`src/sv/sppwm_pkg.sv`:
```
// Shared types, constants and codes of the servo PI/PWM block with overcurrent guard.
`default_nettype none

package sppwm_pkg;

    // Fixed-point and window configuration
    localparam int FRAC_BITS     = 8;
    localparam int WINDOW_LENGTH = 16;
    localparam int PTR_W         = $clog2(WINDOW_LENGTH);

    // Field widths
    localparam int D_W      = 24;
    localparam int M_W      = 16;
    localparam int C_W      = 16;
    localparam int PWM_W    = 13;
    localparam int STATUS_W = 2;
    localparam int SUM_W    = 24;
    localparam int ALG_W    = 2;
    localparam int SET_W    = 2;
    localparam int A_W      = 16;
    localparam int B_W      = 24;
    localparam int LIM_W    = 12;
    localparam int CSL_W    = 24;
    localparam int PER_W    = 20;
    localparam int TICK_W   = 32;
    localparam int DE_W     = 32;

    // Configuration port
    localparam int ADDR_W   = 5;
    localparam int DATA_W   = 32;
    localparam int IDX_W    = 3;

    // Register indexes
    localparam logic [IDX_W-1:0] REG_ALGORITHM_SELECT     = 3'd0;
    localparam logic [IDX_W-1:0] REG_PARAMETER_SET_SELECT = 3'd1;
    localparam logic [IDX_W-1:0] REG_COEFF_A              = 3'd2;
    localparam logic [IDX_W-1:0] REG_COEFF_B0             = 3'd3;
    localparam logic [IDX_W-1:0] REG_COEFF_B1             = 3'd4;
    localparam logic [IDX_W-1:0] REG_PWM_LIMIT            = 3'd5;
    localparam logic [IDX_W-1:0] REG_CURRENT_SUM_LIMIT    = 3'd6;
    localparam logic [IDX_W-1:0] REG_BLOCKED_PERIOD       = 3'd7;

    // Register reset values
    localparam logic [A_W-1:0]   COEFF_A_RST           = 16'd13107;
    localparam logic [B_W-1:0]   COEFF_B0_RST          = 24'd1047552;
    localparam logic [B_W-1:0]   COEFF_B1_RST          = 24'd1034445;
    localparam logic [LIM_W-1:0] PWM_LIMIT_RST         = 12'd1000;
    localparam logic [CSL_W-1:0] CURRENT_SUM_LIMIT_RST = 24'd100000;
    localparam logic [PER_W-1:0] BLOCKED_PERIOD_RST    = 20'd1000;

    // Algorithm and parameter-set codes
    localparam logic [ALG_W-1:0] ALG_PDI   = 2'd0;
    localparam logic [ALG_W-1:0] ALG_CONST = 2'd1;
    localparam logic [SET_W-1:0] SET_ZERO  = 2'd0;
    localparam logic [SET_W-1:0] SET_LAST  = 2'd1;

    // Status codes
    localparam logic [STATUS_W-1:0] STATUS_OK      = 2'd0;
    localparam logic [STATUS_W-1:0] STATUS_BAD_SET = 2'd1;
    localparam logic [STATUS_W-1:0] STATUS_BAD_ALG = 2'd2;

    // Input beat
    typedef struct packed {
        logic signed [D_W-1:0] desired_increment;
        logic signed [M_W-1:0] measured_increment;
        logic signed [C_W-1:0] motor_current;
    } item_t;

    // Result beat
    typedef struct packed {
        logic signed [PWM_W-1:0]    pwm_duty;
        logic        [STATUS_W-1:0] status;
        logic                       gripper_blocked;
        logic signed [SUM_W-1:0]    current_window_sum;
    } result_t;

    // Sequencer strobes, one per phase of a tick
    typedef struct packed {
        logic start;
        logic ring;
        logic de;
        logic mul;
        logic sum;
        logic fin;
    } step_t;

    // Settings and selection state seen by the datapath
    typedef struct packed {
        logic [A_W-1:0]      coeff_a;
        logic [B_W-1:0]      coeff_b0;
        logic [B_W-1:0]      coeff_b1;
        logic [LIM_W-1:0]    pwm_limit;
        logic [CSL_W-1:0]    current_sum_limit;
        logic [PER_W-1:0]    blocked_period;
        logic [ALG_W-1:0]    active_algorithm;
        logic [STATUS_W-1:0] status;
    } cfg_t;

    // Guard outputs for the current tick
    typedef struct packed {
        logic                    blocked;
        logic                    clear_hist;
        logic signed [SUM_W-1:0] window_sum;
    } guard_t;

endpackage

`default_nettype wire

```
`src/sv/sppwm_ram.sv`:
```
// Generic simple dual-port RAM with registered read.
`default_nettype none

module sppwm_ram #(
    parameter int WIDTH = 16,
    parameter int DEPTH = 16
) (
    input  wire logic                     clk,
    input  wire logic                     wr_en,
    input  wire logic [$clog2(DEPTH)-1:0] wr_addr,
    input  wire logic [WIDTH-1:0]         wr_data,
    input  wire logic                     rd_en,
    input  wire logic [$clog2(DEPTH)-1:0] rd_addr,
    output logic      [WIDTH-1:0]         rd_data
);

    logic [WIDTH-1:0] mem [DEPTH];

    // Write one entry and read one entry; the read data is registered
    always_ff @(posedge clk)
    begin
        if (wr_en)
        begin
            mem[wr_addr] <= wr_data;
        end
        if (rd_en)
        begin
            rd_data <= mem[rd_addr];
        end
    end

endmodule

`default_nettype wire

```
`src/sv/sppwm_guard.sv`:
```
// Current window over a ring RAM and the start/blocked overcurrent guard.
`default_nettype none

module sppwm_guard
    import sppwm_pkg::*;
(
    input  wire logic                 clk,
    input  wire logic                 rst_n,
    input  wire step_t                step,
    input  wire logic signed [C_W-1:0] motor_current,
    input  wire cfg_t                 cfg,
    output guard_t                    guard
);

    typedef enum logic {
        GUARD_START,
        GUARD_BLOCKED
    } guard_state_t;

    localparam logic [PTR_W-1:0] PTR_LAST = PTR_W'(WINDOW_LENGTH - 1);

    guard_state_t             next_state_reg;
    logic signed [C_W-1:0]    cur_reg;
    logic [PTR_W-1:0]         ptr_reg;
    logic                     wrapped_reg;
    logic signed [SUM_W-1:0]  sum_reg;
    logic [TICK_W-1:0]        tick_reg;
    logic [TICK_W-1:0]        since_reg;
    logic                     blocked_reg;
    logic                     clear_reg;

    logic [C_W-1:0]           rd_data;
    logic signed [C_W-1:0]    old_sample;
    logic signed [SUM_W-1:0]  sum_next;
    logic [TICK_W-1:0]        elapsed;
    logic                     over;
    logic                     release_ok;

    // Ring of current samples: read at accept, write back the new one in the ring phase
    sppwm_ram #(
        .WIDTH (C_W),
        .DEPTH (WINDOW_LENGTH)
    ) u_ring (
        .clk     (clk),
        .wr_en   (step.ring),
        .wr_addr (ptr_reg),
        .wr_data (cur_reg),
        .rd_en   (step.start),
        .rd_addr (ptr_reg),
        .rd_data (rd_data)
    );

    // Entries not yet written since reset read as zero
    assign old_sample = wrapped_reg ? $signed(rd_data) : '0;

    assign sum_next = sum_reg - SUM_W'(old_sample) + SUM_W'(cur_reg);
    assign over     = $signed({sum_next[SUM_W-1], sum_next}) >
                      $signed({1'b0, cfg.current_sum_limit});
    assign elapsed  = tick_reg - since_reg;
    assign release_ok = (elapsed > TICK_W'(cfg.blocked_period)) && !over;

    // Advance the window and the guard once per tick
    always_ff @(posedge clk or negedge rst_n)
    begin
        if (!rst_n)
        begin
            next_state_reg <= GUARD_START;
            cur_reg        <= '0;
            ptr_reg        <= '0;
            wrapped_reg    <= 1'b0;
            sum_reg        <= '0;
            tick_reg       <= '0;
            since_reg      <= '0;
            blocked_reg    <= 1'b0;
            clear_reg      <= 1'b0;
        end
        else
        begin
            if (step.start)
            begin
                cur_reg  <= motor_current;
                tick_reg <= tick_reg + TICK_W'(1);
            end
            if (step.ring)
            begin
                sum_reg <= sum_next;
                if (ptr_reg == PTR_LAST)
                begin
                    ptr_reg     <= '0;
                    wrapped_reg <= 1'b1;
                end
                else
                begin
                    ptr_reg <= ptr_reg + PTR_W'(1);
                end
                blocked_reg <= (next_state_reg == GUARD_BLOCKED);
                unique case (next_state_reg)
                    GUARD_START:
                    begin
                        clear_reg <= 1'b0;
                        if (over)
                        begin
                            next_state_reg <= GUARD_BLOCKED;
                            since_reg      <= tick_reg;
                        end
                    end
                    GUARD_BLOCKED:
                    begin
                        if (release_ok)
                        begin
                            next_state_reg <= GUARD_START;
                            clear_reg      <= 1'b0;
                        end
                        else
                        begin
                            clear_reg <= 1'b1;
                        end
                    end
                    default:
                    begin
                        next_state_reg <= GUARD_START;
                    end
                endcase
            end
        end
    end

    assign guard.blocked    = blocked_reg;
    assign guard.clear_hist = clear_reg;
    assign guard.window_sum = sum_reg;

endmodule

`default_nettype wire

```
`config.mk`:
```
export PLATFORM = sky130hd
export DESIGN_NAME = sppwm_guard
export DESIGN_NICKNAME = d
export VERILOG_FILES = /design/src/sv/sppwm_pkg.sv /design/src/sv/sppwm_ram.sv /design/src/sv/sppwm_guard.sv
export SDC_FILE = /design/constraint.sdc
export NUM_CORES = 1
export LEC_CHECK = 0
export BUFFER_PORTS_ARGS = -buffer_cell sky130_fd_sc_hd__buf_2
export CORE_MARGIN = 3
export CORE_UTILIZATION = 54
export CTS_CLUSTER_DIAMETER = 150
export DETAILED_ROUTE_END_ITERATION = 16
export PLACE_DENSITY = 0.8
export SETUP_SLACK_MARGIN = 0.4
export SLEW_MARGIN = 20
export SYNTH_ARGS = -nofsm -noshare
export SYNTH_HDL_FRONTEND = slang
export SYNTH_SLANG_ARGS = --single-unit
export TNS_END_PERCENT = 100
```
`constraint.sdc`:
```
create_clock -name clk -period 7.2 [get_ports clk]
set_input_delay 0 -clock clk [delete_from_list [all_inputs] [get_ports clk]]
set_output_delay 0 -clock clk [all_outputs]
set_load 0.01 [all_outputs]
```
# After elaboration in Yosys (flattened, before gate mapping)
# Memory sizes are Yosys's and may differ from the RTL's. A register that Yosys moved wholly into a read port is not among the register bits.
# Cells that the tools add are included.
# word_totals
register_bits	112
mem_bits_rw	256
inputBits	148
out_inout_bits	26
wordCells	31
n_memories	1
# op_classes
add_sub_neg	5
n_lt_le_gt_ge	2
n_eq_ne	1
n_mux	8
n_bitwise	1
n_reduce_logical	4
# mem_list
memory	depth	width	read_ports	rd_ports_with_merged_regs	write_ports	line	text
u_ring.mem	16	16	1	1	1	sppwm_ram.sv:17	logic [WIDTH-1:0] mem [DEPTH];
# op_table
op	n
adder 32 x 1 -> 32 bit (second input constant)	1
> comparator 32 x 20 -> 1 bit	1
subtractor 32 bit	1
> comparator 24 x 25 -> 1 bit	1
adder 24 x 16 -> 24 bit	1
subtractor 24 x 16 -> 24 bit	1
2-to-1 mux 16 bit	1
adder 4 x 1 -> 4 bit (second input constant)	1
== test 4 bit (second input constant)	1
2-to-1 mux 1 bit	4
2-to-1 mux 4 bit	1
one-hot mux 1 bit (2 select lines)	2
AND reduction 3 bit	1
AND reduction 2 bit	1
logical AND 1 bit	1
zero test 1 bit	1
inverter 1 bit	1

# Logic depth before layout (Yosys ltp)
# logic_depth
ltp_word	8
ltp_mapped	27
depth_no_buf	25

# Cells and area by module
# Synthesis repeated with hierarchy kept, for this count alone.
# hier_totals
hier_cells	1512
hier_area_um2	19678.9
# modules_own_cells
mod	n_inst	cells_each	area_each_um2	seq_area_each_um2
sppwm_ram	1	432	10203.5	8167.8
sppwm_guard	1	1080	9475.3	2802.7

# Worst setup path before layout
# OpenSTA, ideal clock, no wires.
# synth_path
path_type	reg-to-reg
start	reg wrapped_reg
end	reg since_reg[10]
setup_ns	0.125
t_arrival_ns	4.990
setup_slack_ns	2.085
stages_incl_launch_ff	27
path_buffers	3
path_cell_list	dfrtp_1 clkbuf_1 and2_1 fa_1 inv_1 ha_1 a21oi_1 nor2b_1 nor4_1 o21ai_1 a41oi_1 o21ai_1 o41ai_1 xnor2_1 ha_1 nand2_1 o21ai_0 nor4_1 a21oi_1 o21ai_0 a31oi_1 o221a_1 and2_4 nand2b_2 buf_6 buf_12 mux2_4
# synth_via
elab_chain_cells	5
# synth_lines
element	line	text
from (decl)	sppwm_guard.sv:25	logic wrapped_reg;
from (signal assigned)	sppwm_guard.sv:70	wrapped_reg <= 1'b0;
from (signal assigned)	sppwm_guard.sv:90	wrapped_reg <= 1'b1;
2-to-1 mux 16 bit	sppwm_guard.sv:54	assign old_sample = wrapped_reg ? $signed(rd_data) : '0;
subtractor 24 x 16 -> 24 bit	sppwm_guard.sv:56	assign sum_next = sum_reg - SUM_W'(old_sample) + SUM_W'(cur_reg);
adder 24 x 16 -> 24 bit	sppwm_guard.sv:56	
named net sum_next[20]	sppwm_guard.sv:34	logic signed [SUM_W-1:0] sum_next;
> comparator 24 x 25 -> 1 bit	sppwm_guard.sv:57	assign over = $signed({sum_next[SUM_W-1], sum_next}) >
AND reduction 3 bit (no line)	-	
to (signal assigned)	sppwm_guard.sv:104	since_reg <= tick_reg;
to (decl)	sppwm_guard.sv:28	logic [TICK_W-1:0] since_reg;
# The timed path passes the listed nets, and every way through them passes these cells.
# A chain may end at the register's enable or synchronous reset.

# Worst setup path after layout
# layout_path
start	reg cur_reg[8]
end	reg since_reg[27]
# layout_via
elab_chain_cells	3
# layout_lines
element	line	text
from (decl)	sppwm_guard.sv:23	logic signed [C_W-1:0] cur_reg;
from (signal assigned)	sppwm_guard.sv:81	cur_reg <= motor_current;
adder 24 x 16 -> 24 bit	sppwm_guard.sv:56	
named net sum_next[20]	sppwm_guard.sv:34	
> comparator 24 x 25 -> 1 bit	sppwm_guard.sv:57	
AND reduction 3 bit (no line)	-	
# The timed path passes the listed nets, and every way through them passes these cells.

==> impl.org <==
** Place
- Number of port buffers :: 89
- Cell area after placement :: 0.0206 mm^2
- Worst slack at placement :: 0.670 ns
- HPWL Detailed :: 28.3 mm
- Global placer's final weighted congestion :: 0.888

** GRT
- Total global routing overflow :: 0
- Entering global routing, the biggest net connects 79 pins.
- Global routing used 24.0% of the available tracks.
- Vias in the first global route :: 12800
- The initial antenna violation count was 0.
- Global-route wire length before repair :: 71.8 mm

** Timing
- Hold is met by 0.0587 ns.
- Max_slew headroom :: 19.9%
- Final worst path period need :: 6.42 ns
- Transition time at the pin with the least slew margin :: 1.20 ns
- Setup repair after global routing left no endpoint under its margin.
- The final-report max-slew violation count is 0.
- Clock skew on the completed layout was measured at 0.0459 ns.
- Derived from the worst setup path, the maximum achievable clock frequency is 156 MHz.
- Adding up every negative setup slack in the final design gives 0 ns.
- The hold violation count in the final report was 0.
- Final setup violation count :: 0
- In the post-route analysis, the smallest setup slack over all paths is 0.779 ns.
- Of the available clock period, the critical path in the final layout requires 89.2%.

** Clock network
- Clock tree sinks :: 384
- H-tree levels :: 2
- Clock Tree Root :: clkbuf_16
- After clock tree synthesis, the clock-pin slew on the worst setup and hold paths is 0.07 ns.
- TritonCTS clock tree :: yes
- Clock insertion delay at the later pin of the skew report :: 0.57 ns
- Buffers from clock root to sink, at most :: 3
- Post-CTS timing repair inserted 0 buffers for setup.
- Clock buffers created by TritonCTS :: 40

** Critical path
- In this run the worst path has a maximum fanout of 20.
- Biggest cell delay along the critical path :: 0.67 ns
- The worst setup path is captured at a flip-flop.
- Data on the critical path is required at its endpoint by 7.62 ns.
- Crit path arrival time :: 6.84 ns
- The largest individual stage delay along the critical path comes from the cell dfrtp_1.
- For the worst flop-to-flop path, the logic depth is 23.
- List of cells traversed by the critical path :: inv_1 > fa_1 > inv_1 > ha_1 > nor2b_1 > nor4_1 > o21ai_1 > a41oi_1 > o21ai_1 > o41ai_1 > xnor2_1 > ha_1 > nand2_1 > o21ai_0 > nor4_1 > a21oi_1 > o21ai_0 > a31oi_1 > o221a_1 > and2_4 > nand2b_4 > buf_4 > mux2_4
- The setup path with the least slack is of type flip-flop to flip-flop.
- Element type at the critical path start :: flip-flop

** Route
- Across all layers, the routed design uses 12600 vias.
- Antenna-violating nets left :: 0
- The pre-antenna-repair detailed-routing pass consisted of 7 iterations.
- Drt initial violations :: 1078
- Total Routed Length :: 45.9 mm
- After detailed routing, the number of remaining DRC violations is 0.
- Via/cell ratio :: 6.01
- Average detailed-routed wire length per instance :: 22.0 um

** Flow run
- Max-cap violations in this run came to 0.

** Synthesis
- Sequential element share of the synthesized area :: 55.7%
- Primary FF master, synth :: edfxtp_1
- When the netlist entered floorplanning its net count stood at 1755.
- FFs w/ async S/R, synth :: 29.2%
- Seq cells post-synth :: 384
- Post-synth cell types :: 72
- Number of enable-type register cells in the synthesized netlist :: 272
- Count of synthesis-stage warnings from yosys :: 0
- Cells after synthesis :: 1477
- Post-synthesis instance area :: 0.0197 mm^2
- Averaged over all synthesized cells, the footprint is 13.3 um^2.

** Final layout
- The register with the most flip-flops in the layout has 256 of them.
- Share of cells above drive strength 1 :: 18.7%
- Diodes inserted :: 0
- Final instance area :: 0.0222 mm^2
- Net count reported at finish :: 1872
- Synthesis-to-finish area growth :: 12.6%

** Worst hold path
- Hold-critical path depth :: 4
- The min-delay analysis places its worst path in the category input port to flip-flop.

** Pwr
- For this design the ratio of total power to cell area is 500 mW/mm^2.
- Design Power :: 0.0111 W
- Comb power frac :: 52.9%
- In this run, flip-flops and latches consume 27.8% of the power.
- The internal portion of the total power is 0.00661 W.
- Lkg Pwr :: 9.17 nW
- For this design the total switching power over the nets is 0.00448 W.
- Of the total power, the clock network draws 19.3%.
- VDD IR-drop max :: 0.237 mV
- Switching fraction of total power :: 40.4%

** Floorplan
- The die is 197 um wide.
- Once the floorplan was initialized, standard cells occupied 55.1% of the core.
- The floorplan has 69 rows.
- 174 I/O pins were placed.
- Die Span Y :: 197 um
- Full die area :: 0.0388 mm^2
- The floorplan step defined a core boundary enclosing 0.0357 mm^2.

** Outcome
- The run finished with clean final reports.
-- what timing repair did --
| item | CTS | global route |
|---|---|---|
| hold buffers | 19 | 0 |
| endpoints found under the setup margin | 0 | 32 |
| endpoints found under the hold margin | 50 | 0 |
| resized for setup | 0 | 3 |
-- area by class of cell --
type                       count  area [um^2]
sequential                   384        11000
clock inverter                26          322
tap                          461          577
multi-input combinational    868         7830
clock buffer                  48         1040
timing repair buffer         118          751
fill                        2531        13600
inverter                     182          683
-- path summary, 6_finish.rpt --
check                                end         start  slack (ns)
setup / recovery           since_reg[27]    cur_reg[8]        0.78
hold / removal                sum_reg[4]       step[4]        0.06
setup reg to reg           since_reg[27]    cur_reg[8]        0.78
hold reg to reg             since_reg[0]  since_reg[0]        0.50
max in group asynchronous   tick_reg[24]         rst_n        5.69
min in group asynchronous    sum_reg[20]         rst_n        0.48
-- synth_stat cells (3+ instances only) --
cell type  instances  share of area (%)
and2_1            35                1.1
inv_1            182                3.5
mux2i_1            3               0.15
nor4_1             6               0.19
nand2b_1          12               0.38
buf_1              7               0.13
nor3_1            13               0.33
nand3_1           26               0.66
a31oi_1            3              0.095
buf_12             3               0.30
edfxtp_1         272                 41
a21o_1            13               0.50
o2111ai_1          5               0.22
nand4_1           17               0.54
xor2_1            27                1.2
xnor2_1           47                2.1
a21boi_0           3               0.11
a211oi_1           7               0.27
nor2b_1            6               0.19
ha_1             106                6.7
mux2_2             6               0.34
clkbuf_1          29               0.55
and4_1             4               0.18
o21ai_0           76                1.9
and3_1             9               0.29
dfrtp_1          112                 14
a21oi_1           61                1.5
o21bai_1           6               0.23
or2_2              3              0.095
o21a_1            15               0.57
o211ai_1           8               0.30
mux4_2            80                9.1
o31a_1             4               0.18
fa_1              24                2.4
mux2_4            30                2.3
o21ai_1            6               0.15
or3_1              3              0.095
nor2_1            62                1.2
nand2_1          102                1.9
a211o_1            4               0.18
-- critical path: cells and delay by family, from the launching register on --
kind,cells,cell delay [ns]
multiplexers,1,0.31
buffers and inverters,3,0.54
AND/OR/NAND/NOR,6,1.42
adder cells (fa/ha/maj),3,1.22
AO/OA/AOI/OAI,9,1.86
XOR/XNOR,1,0.23
flip-flops,1,0.67
-- placed cells by master, fill, tap and decap left out, types with 13 or more instances in the layout --
cell type        n
dlygate4sd3_1   18
nor2_1          62
a21o_1          13
mux2_4          30
fa_1            24
a21oi_1         61
nand3_1         26
and2_1          30
nand2_1        102
o21a_1          15
dfrtp_1        108
o21ai_0         76
xor2_1          27
clkbuf_16       40
xnor2_1         47
buf_2           88
mux4_2          80
ha_1           106
nor3_1          13
nand4_1         17
edfxtp_1       272
inv_1          182
-- power by group through the flow --
stage                     logic [W]  registers [W]  clock network, W
after floorplan             0.00459        0.00295                 0
after global placement      0.00551        0.00308                 0
after detailed placement    0.00574        0.00311                 0
after CTS                   0.00583        0.00308           0.00215
after global routing        0.00655        0.00312           0.00226
final                       0.00587        0.00308           0.00214
-- per-layer routing --
| layer | global-route usage, % | wire [um] |
|---|---|---|
| met1 | 32.3 | 18500 |
| met2 | 40.2 | 22700 |
| met3 | 3.91 | 3220 |
| met4 | 8.37 | 1470 |
| met5 | 0 | 0 |
-- kinds of logic after synthesis --
logic type	Yosys count	share of synthesized area [%]
flops	384	55.7
simple gates	306	7.53
compound gates	236	7.57
buf+inv	225	4.62
fa+ha+maj	130	9.17
mux	121	12.0
xor+xnor	75	3.37
-- per-stage QoR --
stage               util, %  std cells
detailed placement     57.5       1992
floorplan                 -       1477
finish                 62.1       2087
CTS                    61.9       2085
global route           62.1       2087
global placement       57.5       1992
(Power assumes the default switching activity.)
