### config.mk
export PLATFORM = sky130hd
export DESIGN_NAME = sppwm_cfg
export DESIGN_NICKNAME = d
export VERILOG_FILES = /design/src/sv/sppwm_pkg.sv /design/src/sv/sppwm_cfg.sv
export SDC_FILE = /design/constraint.sdc
export NUM_CORES = 1
export LEC_CHECK = 0
export ABC_AREA = 1
export BUFFER_PORTS_ARGS = -buffer_cell sky130_fd_sc_hd__buf_2
export CORE_MARGIN = 2
export CORE_UTILIZATION = 45
export DETAILED_ROUTE_END_ITERATION = 10
export PLACE_DENSITY = 0.76
export SLEW_MARGIN = 10
export SYNTH_ARGS = -nofsm -noshare
export SYNTH_HDL_FRONTEND = slang
export SYNTH_SLANG_ARGS = --single-unit
### constraint.sdc
create_clock -name clk -period 1.5 [get_ports clk]
set_input_delay 0.3 -clock clk [delete_from_list [all_inputs] [get_ports clk]]
set_output_delay 0.3 -clock clk [all_outputs]
set_load 0.02 [all_outputs]
### src/sv/sppwm_pkg.sv
// Shared types, constants and codes of the servo PI/PWM block with overcurrent guard.
`default_nettype none

package sppwm_pkg;

    // Fixed-point and window configuration
    localparam int FRAC_BITS     = 8;
    localparam int WINDOW_LENGTH = 16;
    localparam int PTR_W         = $clog2(WINDOW_LENGTH);

    // Field widths
    localparam int D_W      = 24;
    localparam int M_W      = 16;
    localparam int C_W      = 16;
    localparam int PWM_W    = 13;
    localparam int STATUS_W = 2;
    localparam int SUM_W    = 24;
    localparam int ALG_W    = 2;
    localparam int SET_W    = 2;
    localparam int A_W      = 16;
    localparam int B_W      = 24;
    localparam int LIM_W    = 12;
    localparam int CSL_W    = 24;
    localparam int PER_W    = 20;
    localparam int TICK_W   = 32;
    localparam int DE_W     = 32;

    // Configuration port
    localparam int ADDR_W   = 5;
    localparam int DATA_W   = 32;
    localparam int IDX_W    = 3;

    // Register indexes
    localparam logic [IDX_W-1:0] REG_ALGORITHM_SELECT     = 3'd0;
    localparam logic [IDX_W-1:0] REG_PARAMETER_SET_SELECT = 3'd1;
    localparam logic [IDX_W-1:0] REG_COEFF_A              = 3'd2;
    localparam logic [IDX_W-1:0] REG_COEFF_B0             = 3'd3;
    localparam logic [IDX_W-1:0] REG_COEFF_B1             = 3'd4;
    localparam logic [IDX_W-1:0] REG_PWM_LIMIT            = 3'd5;
    localparam logic [IDX_W-1:0] REG_CURRENT_SUM_LIMIT    = 3'd6;
    localparam logic [IDX_W-1:0] REG_BLOCKED_PERIOD       = 3'd7;

    // Register reset values
    localparam logic [A_W-1:0]   COEFF_A_RST           = 16'd13107;
    localparam logic [B_W-1:0]   COEFF_B0_RST          = 24'd1047552;
    localparam logic [B_W-1:0]   COEFF_B1_RST          = 24'd1034445;
    localparam logic [LIM_W-1:0] PWM_LIMIT_RST         = 12'd1000;
    localparam logic [CSL_W-1:0] CURRENT_SUM_LIMIT_RST = 24'd100000;
    localparam logic [PER_W-1:0] BLOCKED_PERIOD_RST    = 20'd1000;

    // Algorithm and parameter-set codes
    localparam logic [ALG_W-1:0] ALG_PDI   = 2'd0;
    localparam logic [ALG_W-1:0] ALG_CONST = 2'd1;
    localparam logic [SET_W-1:0] SET_ZERO  = 2'd0;
    localparam logic [SET_W-1:0] SET_LAST  = 2'd1;

    // Status codes
    localparam logic [STATUS_W-1:0] STATUS_OK      = 2'd0;
    localparam logic [STATUS_W-1:0] STATUS_BAD_SET = 2'd1;
    localparam logic [STATUS_W-1:0] STATUS_BAD_ALG = 2'd2;

    // Input beat
    typedef struct packed {
        logic signed [D_W-1:0] desired_increment;
        logic signed [M_W-1:0] measured_increment;
        logic signed [C_W-1:0] motor_current;
    } item_t;

    // Result beat
    typedef struct packed {
        logic signed [PWM_W-1:0]    pwm_duty;
        logic        [STATUS_W-1:0] status;
        logic                       gripper_blocked;
        logic signed [SUM_W-1:0]    current_window_sum;
    } result_t;

    // Sequencer strobes, one per phase of a tick
    typedef struct packed {
        logic start;
        logic ring;
        logic de;
        logic mul;
        logic sum;
        logic fin;
    } step_t;

    // Settings and selection state seen by the datapath
    typedef struct packed {
        logic [A_W-1:0]      coeff_a;
        logic [B_W-1:0]      coeff_b0;
        logic [B_W-1:0]      coeff_b1;
        logic [LIM_W-1:0]    pwm_limit;
        logic [CSL_W-1:0]    current_sum_limit;
        logic [PER_W-1:0]    blocked_period;
        logic [ALG_W-1:0]    active_algorithm;
        logic [STATUS_W-1:0] status;
    } cfg_t;

    // Guard outputs for the current tick
    typedef struct packed {
        logic                    blocked;
        logic                    clear_hist;
        logic signed [SUM_W-1:0] window_sum;
    } guard_t;

endpackage

`default_nettype wire

### src/sv/sppwm_cfg.sv
// Configuration registers and algorithm / parameter-set selection.
`default_nettype none

module sppwm_cfg
    import sppwm_pkg::*;
(
    input  wire logic              clk,
    input  wire logic              rst_n,
    input  wire logic              psel,
    input  wire logic              penable,
    input  wire logic              pwrite,
    input  wire logic [ADDR_W-1:0] paddr,
    input  wire logic [DATA_W-1:0] pwdata,
    output logic      [DATA_W-1:0] prdata,
    output logic                   pready,
    input  wire step_t             step,
    output cfg_t                   cfg
);

    logic [ALG_W-1:0]    alg_sel_reg;
    logic [SET_W-1:0]    set_sel_reg;
    logic [A_W-1:0]      coeff_a_reg;
    logic [B_W-1:0]      coeff_b0_reg;
    logic [B_W-1:0]      coeff_b1_reg;
    logic [LIM_W-1:0]    pwm_limit_reg;
    logic [CSL_W-1:0]    csl_reg;
    logic [PER_W-1:0]    period_reg;
    logic [ALG_W-1:0]    active_alg_reg;
    logic [SET_W-1:0]    active_set_reg;
    logic [STATUS_W-1:0] status_reg;
    logic [STATUS_W-1:0] status_next;

    logic                wr_en;
    logic [IDX_W-1:0]    idx;
    logic                changed;

    assign pready = 1'b1;
    assign wr_en  = psel && penable && pwrite;
    assign idx    = paddr[ADDR_W-1:2];

    // Check a changed request against the valid codes
    assign changed = (active_alg_reg != alg_sel_reg) || (active_set_reg != set_sel_reg);

    always_comb
    begin
        status_next = STATUS_OK;
        if (changed)
        begin
            priority if (alg_sel_reg > ALG_CONST)
            begin
                status_next = STATUS_BAD_ALG;
            end
            else if (set_sel_reg > SET_LAST)
            begin
                status_next = STATUS_BAD_SET;
            end
            else
            begin
                status_next = STATUS_OK;
            end
        end
    end

    // Hold registers; apply writes and the per-tick selection
    always_ff @(posedge clk or negedge rst_n)
    begin
        if (!rst_n)
        begin
            alg_sel_reg    <= ALG_PDI;
            set_sel_reg    <= SET_ZERO;
            coeff_a_reg    <= COEFF_A_RST;
            coeff_b0_reg   <= COEFF_B0_RST;
            coeff_b1_reg   <= COEFF_B1_RST;
            pwm_limit_reg  <= PWM_LIMIT_RST;
            csl_reg        <= CURRENT_SUM_LIMIT_RST;
            period_reg     <= BLOCKED_PERIOD_RST;
            active_alg_reg <= ALG_PDI;
            active_set_reg <= SET_ZERO;
            status_reg     <= STATUS_OK;
        end
        else if (wr_en)
        begin
            unique case (idx)
                REG_ALGORITHM_SELECT:     alg_sel_reg   <= pwdata[ALG_W-1:0];
                REG_PARAMETER_SET_SELECT: set_sel_reg   <= pwdata[SET_W-1:0];
                REG_COEFF_A:              coeff_a_reg   <= pwdata[A_W-1:0];
                REG_COEFF_B0:             coeff_b0_reg  <= pwdata[B_W-1:0];
                REG_COEFF_B1:             coeff_b1_reg  <= pwdata[B_W-1:0];
                REG_PWM_LIMIT:            pwm_limit_reg <= pwdata[LIM_W-1:0];
                REG_CURRENT_SUM_LIMIT:    csl_reg       <= pwdata[CSL_W-1:0];
                REG_BLOCKED_PERIOD:       period_reg    <= pwdata[PER_W-1:0];
                default:                  ;
            endcase
        end
        else if (step.start)
        begin
            status_reg <= status_next;
            if (changed)
            begin
                if (status_next == STATUS_OK)
                begin
                    active_alg_reg <= alg_sel_reg;
                    active_set_reg <= set_sel_reg;
                end
                else
                begin
                    // Revert the request to the last valid pair
                    alg_sel_reg <= active_alg_reg;
                    set_sel_reg <= active_set_reg;
                end
            end
        end
    end

    // Read back
    always_comb
    begin
        unique case (idx)
            REG_ALGORITHM_SELECT:     prdata = DATA_W'(alg_sel_reg);
            REG_PARAMETER_SET_SELECT: prdata = DATA_W'(set_sel_reg);
            REG_COEFF_A:              prdata = DATA_W'(coeff_a_reg);
            REG_COEFF_B0:             prdata = DATA_W'(coeff_b0_reg);
            REG_COEFF_B1:             prdata = DATA_W'(coeff_b1_reg);
            REG_PWM_LIMIT:            prdata = DATA_W'(pwm_limit_reg);
            REG_CURRENT_SUM_LIMIT:    prdata = DATA_W'(csl_reg);
            REG_BLOCKED_PERIOD:       prdata = DATA_W'(period_reg);
            default:                  prdata = '0;
        endcase
    end

    assign cfg.coeff_a           = coeff_a_reg;
    assign cfg.coeff_b0          = coeff_b0_reg;
    assign cfg.coeff_b1          = coeff_b1_reg;
    assign cfg.pwm_limit         = pwm_limit_reg;
    assign cfg.current_sum_limit = csl_reg;
    assign cfg.blocked_period    = period_reg;
    assign cfg.active_algorithm  = active_alg_reg;
    assign cfg.status            = status_reg;

endmodule

`default_nettype wire

* Yosys cells after proc, flatten, opt, wreduce, memory -nomap -nowiden
Index checks and enable logic that the tools add are counted.
** Operators by class
- Bitwise operators :: 1
- Order comparisons :: 2
- Eq/ne operators :: 11
- Reductions and logical operators :: 17
- Mux-type cells :: 14
** Operator list (count)
- 32-bit case mux with 8 select lines :: 1
- 2-bit 2-to-1 mux :: 12
- 2-bit AND reduction :: 7
- 3-bit equality test (second input constant) :: 4
- 3-bit AND reduction :: 3
- 3-bit by 2-bit equality test with 1-bit output (second input constant) :: 2
- 2-bit by 1-bit > comparator with 1-bit output (second input constant) :: 2
- 2-bit by 1-bit inequality test with 1-bit output (second input constant) :: 2
- 2-bit inequality test :: 2
- 2-bit nonzero test :: 2
- 3-bit by 1-bit equality test with 1-bit output (second input constant) :: 1
- 3-bit zero test :: 1
- 1-bit logical AND :: 2
- 2-bit zero test :: 1
- 1-bit logical OR :: 1
- 1-bit 2-to-1 mux :: 1
- 1-bit NOT :: 1
** Storage, ports and cells
- Flip-flop bits (word level) :: 130
- Logic and storage cells :: 56
- Output and inout bits :: 157

* Logic depth before layout (Yosys ltp)
Gate-level depths: netlist of run 1.
- Word-level depth :: 9
- Depth in mapped cells :: 11
- Mapped depth without buffers :: 10

* Worst setup path before layout of run 1
Ideal clock, no wire load.
- Kind :: input port to output port
- Start point :: input paddr[2]
- End point :: output prdata[20]
- Cell stages on the path :: 5
- Slack :: -0.139 ns
- Arrival time :: 1.339 ns
- Cell sequence :: buf_6 nor2_1 nand2_2 clkbuf_1 o221ai_1
** Between the ends
- Longest elaborated chain between the ends :: 2
** RTL lines
- from (decl) :: line sppwm_cfg.sv:12 : input wire logic [ADDR_W-1:0] paddr,
- 3-bit equality test (tied with other cells) :: line sppwm_cfg.sv:118 : unique case (idx)
- 32-bit case mux with 8 select lines * :: line sppwm_cfg.sv:118
- to (decl) :: line sppwm_cfg.sv:14 : output logic [DATA_W-1:0] prdata,
Every way passes the cells marked *; elsewhere a longest branch is shown, timed or not. The select of a mux whose other input is x is not followed.

* Final worst setup path of run 1
- Start point :: register coeff_a_reg[1]
- End point :: output prdata[1]
** Between the ends
- Longest elaborated chain between the ends :: 1
** RTL lines
- from (decl) :: line sppwm_cfg.sv:22 : logic [A_W-1:0] coeff_a_reg;
- from (signal assigned) :: line sppwm_cfg.sv:86 : REG_COEFF_A: coeff_a_reg <= pwdata[A_W-1:0];
- 32-bit case mux with 8 select lines :: line sppwm_cfg.sv:118
No other way between the ends. The select of a mux whose other input is x is not followed.

==> results.md, run 1 <==
- Initial drt markers: 396
- Initial antenna violation count: 0
- Vias per cell: 5.19
- Pwr dens: 1590 mW/mm^2
- Maxcap violations: 0
- Final min period: 1.74 ns
- Final setup violation count: 21
- Critical Path AT: 1.44 ns
- Layout Skew: 0.00380 ns
- Rows: 41
- Critical Path Fanout Max: 2
- CTS Sinks: 130
- Max Root-Sink Buffers: 2
- RSZ-0062 raised after global routing: true
- Failing checks: negative setup slack
- Final instance area: 0.00873 mm^2
- Cell Area, Synth: 0.00590 mm^2
- Yosys cell types: 30
- CTS Buf Count: 17
- WL final: 18200 um
- Placer congestion estimate: 0.833
- Final WS setup: -0.238 ns
- Syn Area/Cell: 8.91 um^2
- Detailed-route via count: 5622
- Hold Path Class: primary input to flop
- ANT nets after route: 0
- Initial Util: 46.3%
- Layout area overhead: 48.1%
- Die X: 118 um
- Final hold vios: 0
- Dominant cells by area after synthesis: dfrtp_1, dfstp_2, nand2_1, o21ai_0, inv_1
- Largest net degree at the start of global routing: 39
- Wirelength per Cell: 16.8 um
- Power Total: 13.8 mW
- Dpl cell area: 0.00734 mm^2
- GRT Overall Usage: 26.1%
- Core Footprint: 0.0127 mm^2
- Gr ovfl total: 0
- DRC Markers: 0
- Startpoint Class: flop
- Yosys warns: 0
- Crit share post-route: 116%
- Sequential fraction of the synthesis area: 56.2%
- Post-synth top area share: 34.8%
- Max VDD drop: 960 uV
- Status: finished, violations left
- Most frequent cells in the layout: buf_2, nand2_1, o21ai_0
- Final net count: 947
- WP data required: 1.20 ns
- Crit path kind: flop to output port
- Fill cells: 980
- Post-synth top area cell: dfrtp_1
- Die area: 0.0140 mm^2
- Synth Register Bits: 130
- Max frequency: 575 MHz
- I/O Buffers: 180
- Pre-CTS setup slack: -0.276 ns
- H-tree depth: 4
- Commonest non-fill, non-tap cell in the layout: buf_2
- Worst-skew pair later-pin latency: 0.42 ns
- Layout cells sized above 1: 48.5%
- Boundary pin count: 205
- Mapped Cells: 662
- Ant diodes: 0
- Drt pass-1 iters: 5
- CTS Root Cell: clkbuf_16
- First-pass GRT wire length: 28800 um
- Leak Pwr: 4.27 nW
- CTS tree: done
- CP Capture Type: output port
- DP HPWL: 12000 um
- Clock Pin Slew Worst Setup and Hold Paths: 0.05 ns
- R2R cell count: 8
- Hold Path Stages: 3
- Pins over their slew limit: 0
- Die Y: 118 um
- Vias in the first global route: 5406
cell usage after synthesis:
cell       number
nand2_1       145
o21ai_0        96
dfrtp_1        82
inv_1          75
dfstp_2        48
a21oi_1        34
nor2_1         28
a22oi_1        22
nand3_1        21
buf_2          16
buf_4          12
clkbuf_1       12
o211ai_1       12
o22ai_1        12
o21ai_1        11
inv_2           5
nand2_2         5
buf_6           4
mux2_2          4
o221ai_1        4
a211oi_1        2
conb_1          2
nand3_2         2
o2bb2ai_1       2
a21oi_2         1
nand2_4         1
nor2_2          1
nor2_4          1
nor3_4          1
or2_2           1
timing repair:
item / in CTS / in global routing
endpoints found under the setup margin: 24 / 32
pin swaps: 27 / 28
hold buffers: 1 / 0
gates cloned: 1 / 0
setup buffers: 18 / 16
hold endpoints to repair: 12 / 0
resized for setup: 110 / 67
cell families (layout without fill, tap and decap cells):
logic type | count (synthesis) | count (layout) | synth area share, %
multiplexers | 4 | 4 | 0.764
other | 2 | 9 | 0.127
AO/OA/AOI/OAI | 196 | 196 | 18.9
buffers and inverters | 124 | 367 | 9.51
AND/OR/NAND/NOR | 206 | 206 | 14.5
flip-flops | 130 | 130 | 56.2
critical path: stages (launching register included):
cell,delay (ns)
dfstp_2,0.54
o2bb2ai_1,0.13
a21oi_1,0.07
o211ai_1,0.11
buf_4,0.18
metrics by stage:
step	hold slack (ns)	setup TNS, ns	std cells	utilization [%]
2_1_floorplan	0.00441	-0.0509	669	-
3_3_place_gp	0.234	-6.96	1021	57.7
3_5_place_dp	0.229	-7.98	1021	57.7
4_1_cts	0.0896	-3.53	1073	66.4
5_1_grt	0.108	-4.35	1084	68.6
6_report	0.104	-3.06	1084	68.6
report_power, final:
group	internal, mW	leakage [nW]	total (mW)	switching (mW)
clock	2.73	0.300	4.22	1.49
sequential	4.49	1.51	5.12	0.632
combinational	1.75	2.46	4.49	2.75
total	8.97	4.27	13.8	4.87
area by class of cell:
class / count / area, um^2 / share of cell area, %
well taps: 172 / 215 / 2.47
multi-input cells: 415 / 2370 / 27.2
flip-flops and latches: 130 / 3310 / 38.0
clock buffers: 22 / 474 / 5.43
clock inverters: 10 / 131 / 1.50
repair buffers: 255 / 1900 / 21.8
inverters: 80 / 323 / 3.70
path summary, 6_finish.rpt:
check | start | endpoint | slack (ns)
setup reg to reg | pwm_limit_reg[9] | pwm_limit_reg[9] | 0.07
setup / recovery | coeff_a_reg[1] | prdata[1] | -0.24
min in group asynchronous | rst_n | coeff_a_reg[6] | 0.34
hold / removal | pwdata[12] | coeff_b1_reg[12] | 0.10
max in group asynchronous | rst_n | coeff_b1_reg[15] | 0.58
hold reg to reg | status_reg[1] | status_reg[1] | 0.47
routing by layer:
metal  global-route usage, %  routed length [um]  up-vias  part of all wire [%]
li1                        -                   -     2654                     -
met1                    34.4                7630     2689                    42
met2                    41.4                8870      240                    49
met3                    7.09                1240       39                   6.8
met4                    9.75                 481        0                   2.6
met5                       0                   0        -                     0
No activity file was read; power rests on OpenSTA's default activity.
==> run 2: changes to the inputs <==
==> constraint.sdc (replaced) <==
create_clock -name clk -period 1.43 [get_ports clk]
set_input_delay 0.286 -clock clk [delete_from_list [all_inputs] [get_ports clk]]
set_output_delay 0.286 -clock clk [all_outputs]
set_load 0.02 [all_outputs]
==> run 2 against run 1 <==
The flow still finishes with violations (negative setup slack). Total power is 5.2% higher. Cell count is 0.83% higher. Largest cell class unchanged. Critical path type unchanged. Via count is 3.9% higher.
==> results.md, run 2 (synthesized netlist as in run 1, its figures left out) <==
- Status: finished, violations left
- Failing checks: negative setup slack
- Pins over their slew limit: 0 (unchanged)
- Psw: 5.33 mW (+9.4%)
- Placer congestion estimate: 0.858 (+3.1%)
- Final WS setup: -0.327 ns (-0.0891 ns)
- Sw frac: 36.6% (+1.4 points)
- Final setup violation count: 39 (+86%)
- Die Y: 118 um (unchanged)
- Core Footprint: 0.0127 mm^2 (unchanged)
- Critical Path AT: 1.47 ns (+0.03 ns)
- CP Capture Type: output port
- Detailed-route via count: 5842 (+3.9%)
- Initial Util: 46.3% (unchanged)
- Register area: 0.00331 mm^2 (unchanged)
- Crit share post-route: 123%
- Max frequency: 569 MHz
- Ant diodes: 0 (unchanged)
- Clock Pin Slew Worst Setup and Hold Paths: 0.05 ns (about the same)
- Initial drt markers: 430 (+8.6%)
- Boundary pin count: 205 (unchanged)
- Logic gate share of total power: 35.8% (+3.3 points)
- Leak Pwr: 4.32 nW (+1.3%)
- Final hold vios: 0 (unchanged)
- CTS tree: done
- Final min period: 1.76 ns
- Pwr dens: 1640 mW/mm^2 (+3.5%)
- Rows: 41 (unchanged)
- Total negative slack: -5.33 ns (-2.27 ns)
- Drt pass-1 iters: 5 (unchanged)
- CTS Root Cell: clkbuf_16
- Max VDD drop: 930 uV (-3.2%)
- I/O Buffers: 180 (unchanged)
- CTS Buf Count: 17 (unchanged)
- Dpl cell area: 0.00740 mm^2 (+0.82%)
- WP data required: 1.14 ns (-0.06 ns)
- Worst-skew pair later-pin latency: 0.41 ns (about the same)
- Sequential share of power: 37.4% (+0.4 points)
- Final net count: 956 (+0.95%)
- GRT Overall Usage: 25.9% (-0.21 points)
- H-tree depth: 4 (unchanged)
- RSZ-0062 raised after global routing: true
- Crit path kind: flop to output port
- Clock power frac: 26.8% (-3.7 points)
- Int Pwr: 9.23 mW (+2.9%)
- Fill cells: 958 (-2.2%)
- CTS Sinks: 130 (unchanged)
- Die area: 0.0140 mm^2 (unchanged)
- Layout Skew: 0.00212 ns (-0.00169 ns)
- WL final: 19000 um (+4.5%)
- Fin util: 69.8% (+1.1 points)
- DP HPWL: 12200 um (+1.3%)
- Min Hold Slack: 0.0979 ns (-0.00600 ns)
- Layout area overhead: 50.5%
- Vias per cell: 5.34 (+3.1%)
- Layout cells sized above 1: 49.0% (+0.50 points)
- Die X: 118 um (unchanged)
- Maxcap violations: 0 (unchanged)
- Most frequent cells in the layout: nand2_1, buf_2, o21ai_0
- Wirelength per Cell: 17.4 um (+3.7%)
- Multi-input logic area: 0.00241 mm^2 (+1.7%)
- Hold Path Class: primary input to flop
- Power Total: 14.6 mW (+5.2%)
- Vias in the first global route: 5572 (+3.1%)
- Largest net degree at the start of global routing: 43 (+10%)
- Max Root-Sink Buffers: 2 (unchanged)
- Critical Path Fanout Max: 3 (+1)
- First-pass GRT wire length: 28500 um (-0.77%)
- DRC Markers: 0 (unchanged)
- Final instance area: 0.00887 mm^2 (+1.7%)
- Initial antenna violation count: 1 (+1)
- Commonest non-fill, non-tap cell in the layout: nand2_1
- ANT nets after route: 0 (unchanged)
- Gr ovfl total: 0 (unchanged)
- Startpoint Class: flop
==> run 2: repair_timing <==
action | 4_1_cts | 5_1_grt
setup endpoints to repair | 43 | 72
buffers inserted | 26 | 15
resized for setup | 113 | 106
endpoints found under the hold margin | 12 | 0
hold buffers | 1 | 0
pin swaps | 25 | 26
==> run 2: final cells by class <==
cell class              count  share of cell area, %
well taps                 172                   2.42
inverters                  80                   3.50
flip-flops and latches    130                   37.3
clock buffers              23                   5.39
repair buffers            264                   23.5
clock inverters             9                  0.649
multi-input cells         415                   27.2
==> run 2: critical path: stages, from the launching register on <==
cell,delay (ns)
dfstp_2,0.58
o2bb2ai_2,0.13
a21oi_2,0.05
o211ai_1,0.11
buf_4,0.18
==> run 2: routing by layer <==
layer | wire [um] | share of wire, % | global-route usage (%)
met1 | 7710 | 40 | 33.0
met2 | 9410 | 49 | 42.6
met3 | 1460 | 7.6 | 6.90
met4 | 473 | 2.5 | 9.30
met5 | 0 | 0 | 0
==> run 2: worst paths after layout <==
kind                                     start                to  slack (ns)  cells past startpoint
worst max-delay path            coeff_a_reg[0]         prdata[0]       -0.33                      4
worst min-delay path                pwdata[17]  coeff_b1_reg[17]         0.1                      3
worst max register to register  set_sel_reg[1]    set_sel_reg[1]       -0.13                     12
worst min register to register   status_reg[1]     status_reg[1]        0.49                      2
max in group asynchronous                rst_n   coeff_b1_reg[0]        0.49                      3
min in group asynchronous                rst_n   coeff_b1_reg[5]        0.33                      2
==> run 2: per-stage QoR <==
stage	std cells	setup slack [ns]
floorplan	669	-0.0603
global placement	1025	-0.338
detailed placement	1025	-0.343
CTS	1083	-0.305
global route	1093	-0.373
finish	1093	-0.327
==> run 2: power groups by stage <==
stage | Clock [mW] | Combinational [mW] | Sequential (mW)
final | 3.90 | 5.22 | 5.44
after global routing | 4.11 | 5.58 | 5.52
after floorplan | 0 | 1.55 | 6.22
after CTS | 3.95 | 4.52 | 5.34
after global placement | 0 | 3.88 | 5.34
after detailed placement | 0 | 3.95 | 5.36
==> run 3: changes to the inputs <==
--- a/config.mk
+++ b/config.mk
@@ -5,12 +5,12 @@
 export SDC_FILE = /design/constraint.sdc
 export NUM_CORES = 1
 export LEC_CHECK = 0
-export ABC_AREA = 1
+export ABC_AREA = 0
 export BUFFER_PORTS_ARGS = -buffer_cell sky130_fd_sc_hd__buf_2
 export CORE_MARGIN = 2
-export CORE_UTILIZATION = 45
+export CORE_UTILIZATION = 46
 export DETAILED_ROUTE_END_ITERATION = 10
-export PLACE_DENSITY = 0.76
+export PLACE_DENSITY = 0.77
 export SLEW_MARGIN = 10
 export SYNTH_ARGS = -nofsm -noshare
 export SYNTH_HDL_FRONTEND = slang
==> run 3 against run 2 <==
Fmax decreased by 9.6%. The flow still finishes with violations (negative setup slack). Largest power group is now combinational logic. Register-to-register slack got worse by 0.24 ns. Via count decreased by 8.8%. Clock-buffer cell count decreased by 3. Die area increased by 3.3%.
==> results.md, run 3 <==
- Status: finished, violations left
- Failing checks: negative setup slack
- WL final: 20800 um (+8.9%)
- Gr ovfl total: 0 (unchanged)
- DRC Markers: 0 (unchanged)
- Hold Path Class: primary input to flop
- Commonest non-fill, non-tap cell in the layout: buf_4
- GRT Overall Usage: 28.2% (+2.3 points)
- Pins over their slew limit: 0 (unchanged)
- Max VDD drop: 1060 uV (+14%)
- Vias in the first global route: 5593 (+0.38%)
- Dominant cells by area after synthesis: dfrtp_1, mux2_2, dfstp_2, mux2i_1, buf_4
- WP data required: 1.14 ns (about the same)
- Post-synth top area cell: dfrtp_1
- CTS Root Cell: clkbuf_16
- Critical Path AT: 1.66 ns (+0.19 ns)
- Min Hold Slack: 0.133 ns (+0.0348 ns)
- Yosys cell types: 41 (+37%)
- Final WS setup: -0.515 ns (-0.188 ns)
- FFs w/ async S/R, synth: 100% (unchanged)
- Crit path kind: flop to output port
- Max frequency: 514 MHz (-9.6%)
- RSZ-0062 raised after global routing: true
- Most used DFF post-synth: dfrtp_1
- Startpoint Class: flop
- Most frequent cells in the layout: buf_4, mux2_2, buf_2
- Vias per cell: 5.48 (+2.5%)
- Post-synth EDFFs: 0 (unchanged)
- DP HPWL: 13000 um (+7.2%)
- Drt pass-1 iters: 6 (+1)
- Boundary pin count: 205 (unchanged)
- Final min period: 1.95 ns (+0.188 ns)
- Critical Path Fanout Max: 2 (-1)
- Placer congestion estimate: 0.851 (-0.91%)
- Layout cells sized above 1: 74.9% (+26 points)
- Core Footprint: 0.0132 mm^2 (+4.1%)
- ANT nets after route: 0 (unchanged)
- Largest net degree at the start of global routing: 35 (-19%)
- Detailed-route via count: 5325 (-8.8%)
- Leak Pwr: 4.89 nW (+13%)
- Final hold vios: 0 (unchanged)
- Commonest cells in the netlist: mux2_2, dfrtp_1, dfstp_2
- Rows: 42 (+2.4%)
- Initial drt markers: 223 (-48%)
- CTS Buf Count: 17 (unchanged)
- Pwr dens: 1610 mW/mm^2 (-2.1%)
- Die Y: 120 um (+1.6%)
- Fill cells: 796 (-17%)
- Total negative slack: -11.45 ns (-6.12 ns)
- Initial antenna violation count: 0 (-1)
- Post-synth top area share: 32.9% (-1.9 points)
- CP Capture Type: output port
- Cell Area, Synth: 0.00623 mm^2 (+5.7%)
- Mapped Cells: 481 (-27%)
- Syn Area/Cell: 13.0 um^2 (+46%)
- CTS tree: done
- Power Total: 16.3 mW (+12%)
- Max Root-Sink Buffers: 2 (unchanged)
- Wirelength per Cell: 21.4 um (+23%)
- Die area: 0.0145 mm^2 (+3.3%)
- Ant diodes: 0 (unchanged)
- Dominant cell by count in the synthesized netlist: mux2_2
- Final instance area: 0.0101 mm^2 (+14%)
- Crit share post-route: 136% (+13 points)
- First-pass GRT wire length: 30900 um (+8.3%)
- Die X: 120 um (+1.6%)
- H-tree depth: 4 (unchanged)
- Synth Register Bits: 130 (unchanged)
- I/O Buffers: 180 (unchanged)
- Yosys warns: 0 (unchanged)
- Maxcap violations: 0 (unchanged)
- Initial Util: 47.1% (+0.73 points)
- Worst-skew pair later-pin latency: 0.41 ns (about the same)
- Layout area overhead: 62.5%
- Final net count: 831 (-13%)
- CTS Sinks: 130 (unchanged)
- Sequential fraction of the synthesis area: 53.2% (-3.0 points)
- Clock Pin Slew Worst Setup and Hold Paths: 0.06 ns (about the same)
- Final setup violation count: 56 (+44%)
- Layout Skew: 0.00205 ns (-0.0000716 ns)
- Dpl cell area: 0.00830 mm^2 (+12%)
[run 3: cell count changes after synthesis, sizes merged, moves of 9 or more]
cell	previous run	this run
nor2	30	17
a22oi	22	5
a221oi	0	9
inv	80	6
nand3	23	3
mux2i	0	24
o211ai	12	0
nand2	151	25
a21oi	35	17
o21ai	107	19
mux2	4	131
[run 3: routing by layer]
layer,GRT usage [%],part of all wire [%],routed length [um],vias to the layer above
met3,8.21,6.8,1400,52
li1,-,-,-,2340
met1,34.5,39,8170,2681
met2,46.8,51,10600,252
met4,11.3,2.6,545,0
met5,0,0,0,-
[run 3: timing repair]
item,in CTS,in global routing
hold buffers,1,0
resized for setup,142,84
hold endpoints to repair,8,0
pin swaps,23,16
cloned,1,1
buffers inserted,39,15
endpoints found under the setup margin,64,79
[run 3: logic make-up (layout without fill, tap and decap cells)]
kind of cell / Yosys count / in the layout / synth area share [%]
buf+inv: 47 / 355 / 4.26
mux: 157 / 157 / 28.2
simple gates: 68 / 68 / 5.66
other cells: 2 / 9 / 0.120
compound gates: 73 / 73 / 7.89
xor+xnor: 4 / 4 / 0.683
flops: 130 / 130 / 53.2
[run 3: critical path: stages (launching register included)]
cell and delay, ns:
dfstp_2 0.37, mux4_2 0.47, a22o_4 0.26, buf_6 0.13
[run 3: area by class of cell]
cell class              count  area [um^2]  area share (%)
clock buffers              20          457            4.51
multi-input cells         311         3190            31.4
well taps                 176          220            2.17
inverters                   6         22.5           0.222
flip-flops and latches    130         3320            32.7
repair buffers            317         2730            26.9
clock inverters            12          203            2.00
[run 3: power breakdown]
group	switching, mW	total [mW]	internal, mW
sequential	0.733	5.40	4.67
clock	1.70	4.89	3.19
combinational	2.89	5.97	3.08
total	5.32	16.3	10.9
[run 3: final timing paths]
check	endpoint	slack [ns]	startpoint	cells past startpoint
max in group asynchronous	period_reg[3]	0.50	rst_n	3
min reg2reg	status_reg[0]	0.51	status_reg[0]	1
min	csl_reg[21]	0.13	pwdata[21]	2
max	prdata[7]	-0.52	period_reg[7]	3
min in group asynchronous	coeff_b0_reg[5]	0.33	rst_n	2
max reg2reg	set_sel_reg[0]	-0.37	set_sel_reg[0]	6
[run 3: through the flow]
step	instances	utilization, %	setup WS [ns]
6_report	972	76.5	-0.515
5_1_grt	972	76.5	-0.579
4_1_cts	960	73.5	-0.546
3_5_place_dp	889	62.7	-0.422
3_3_place_gp	889	62.7	-0.430
2_1_floorplan	488	-	-0.200
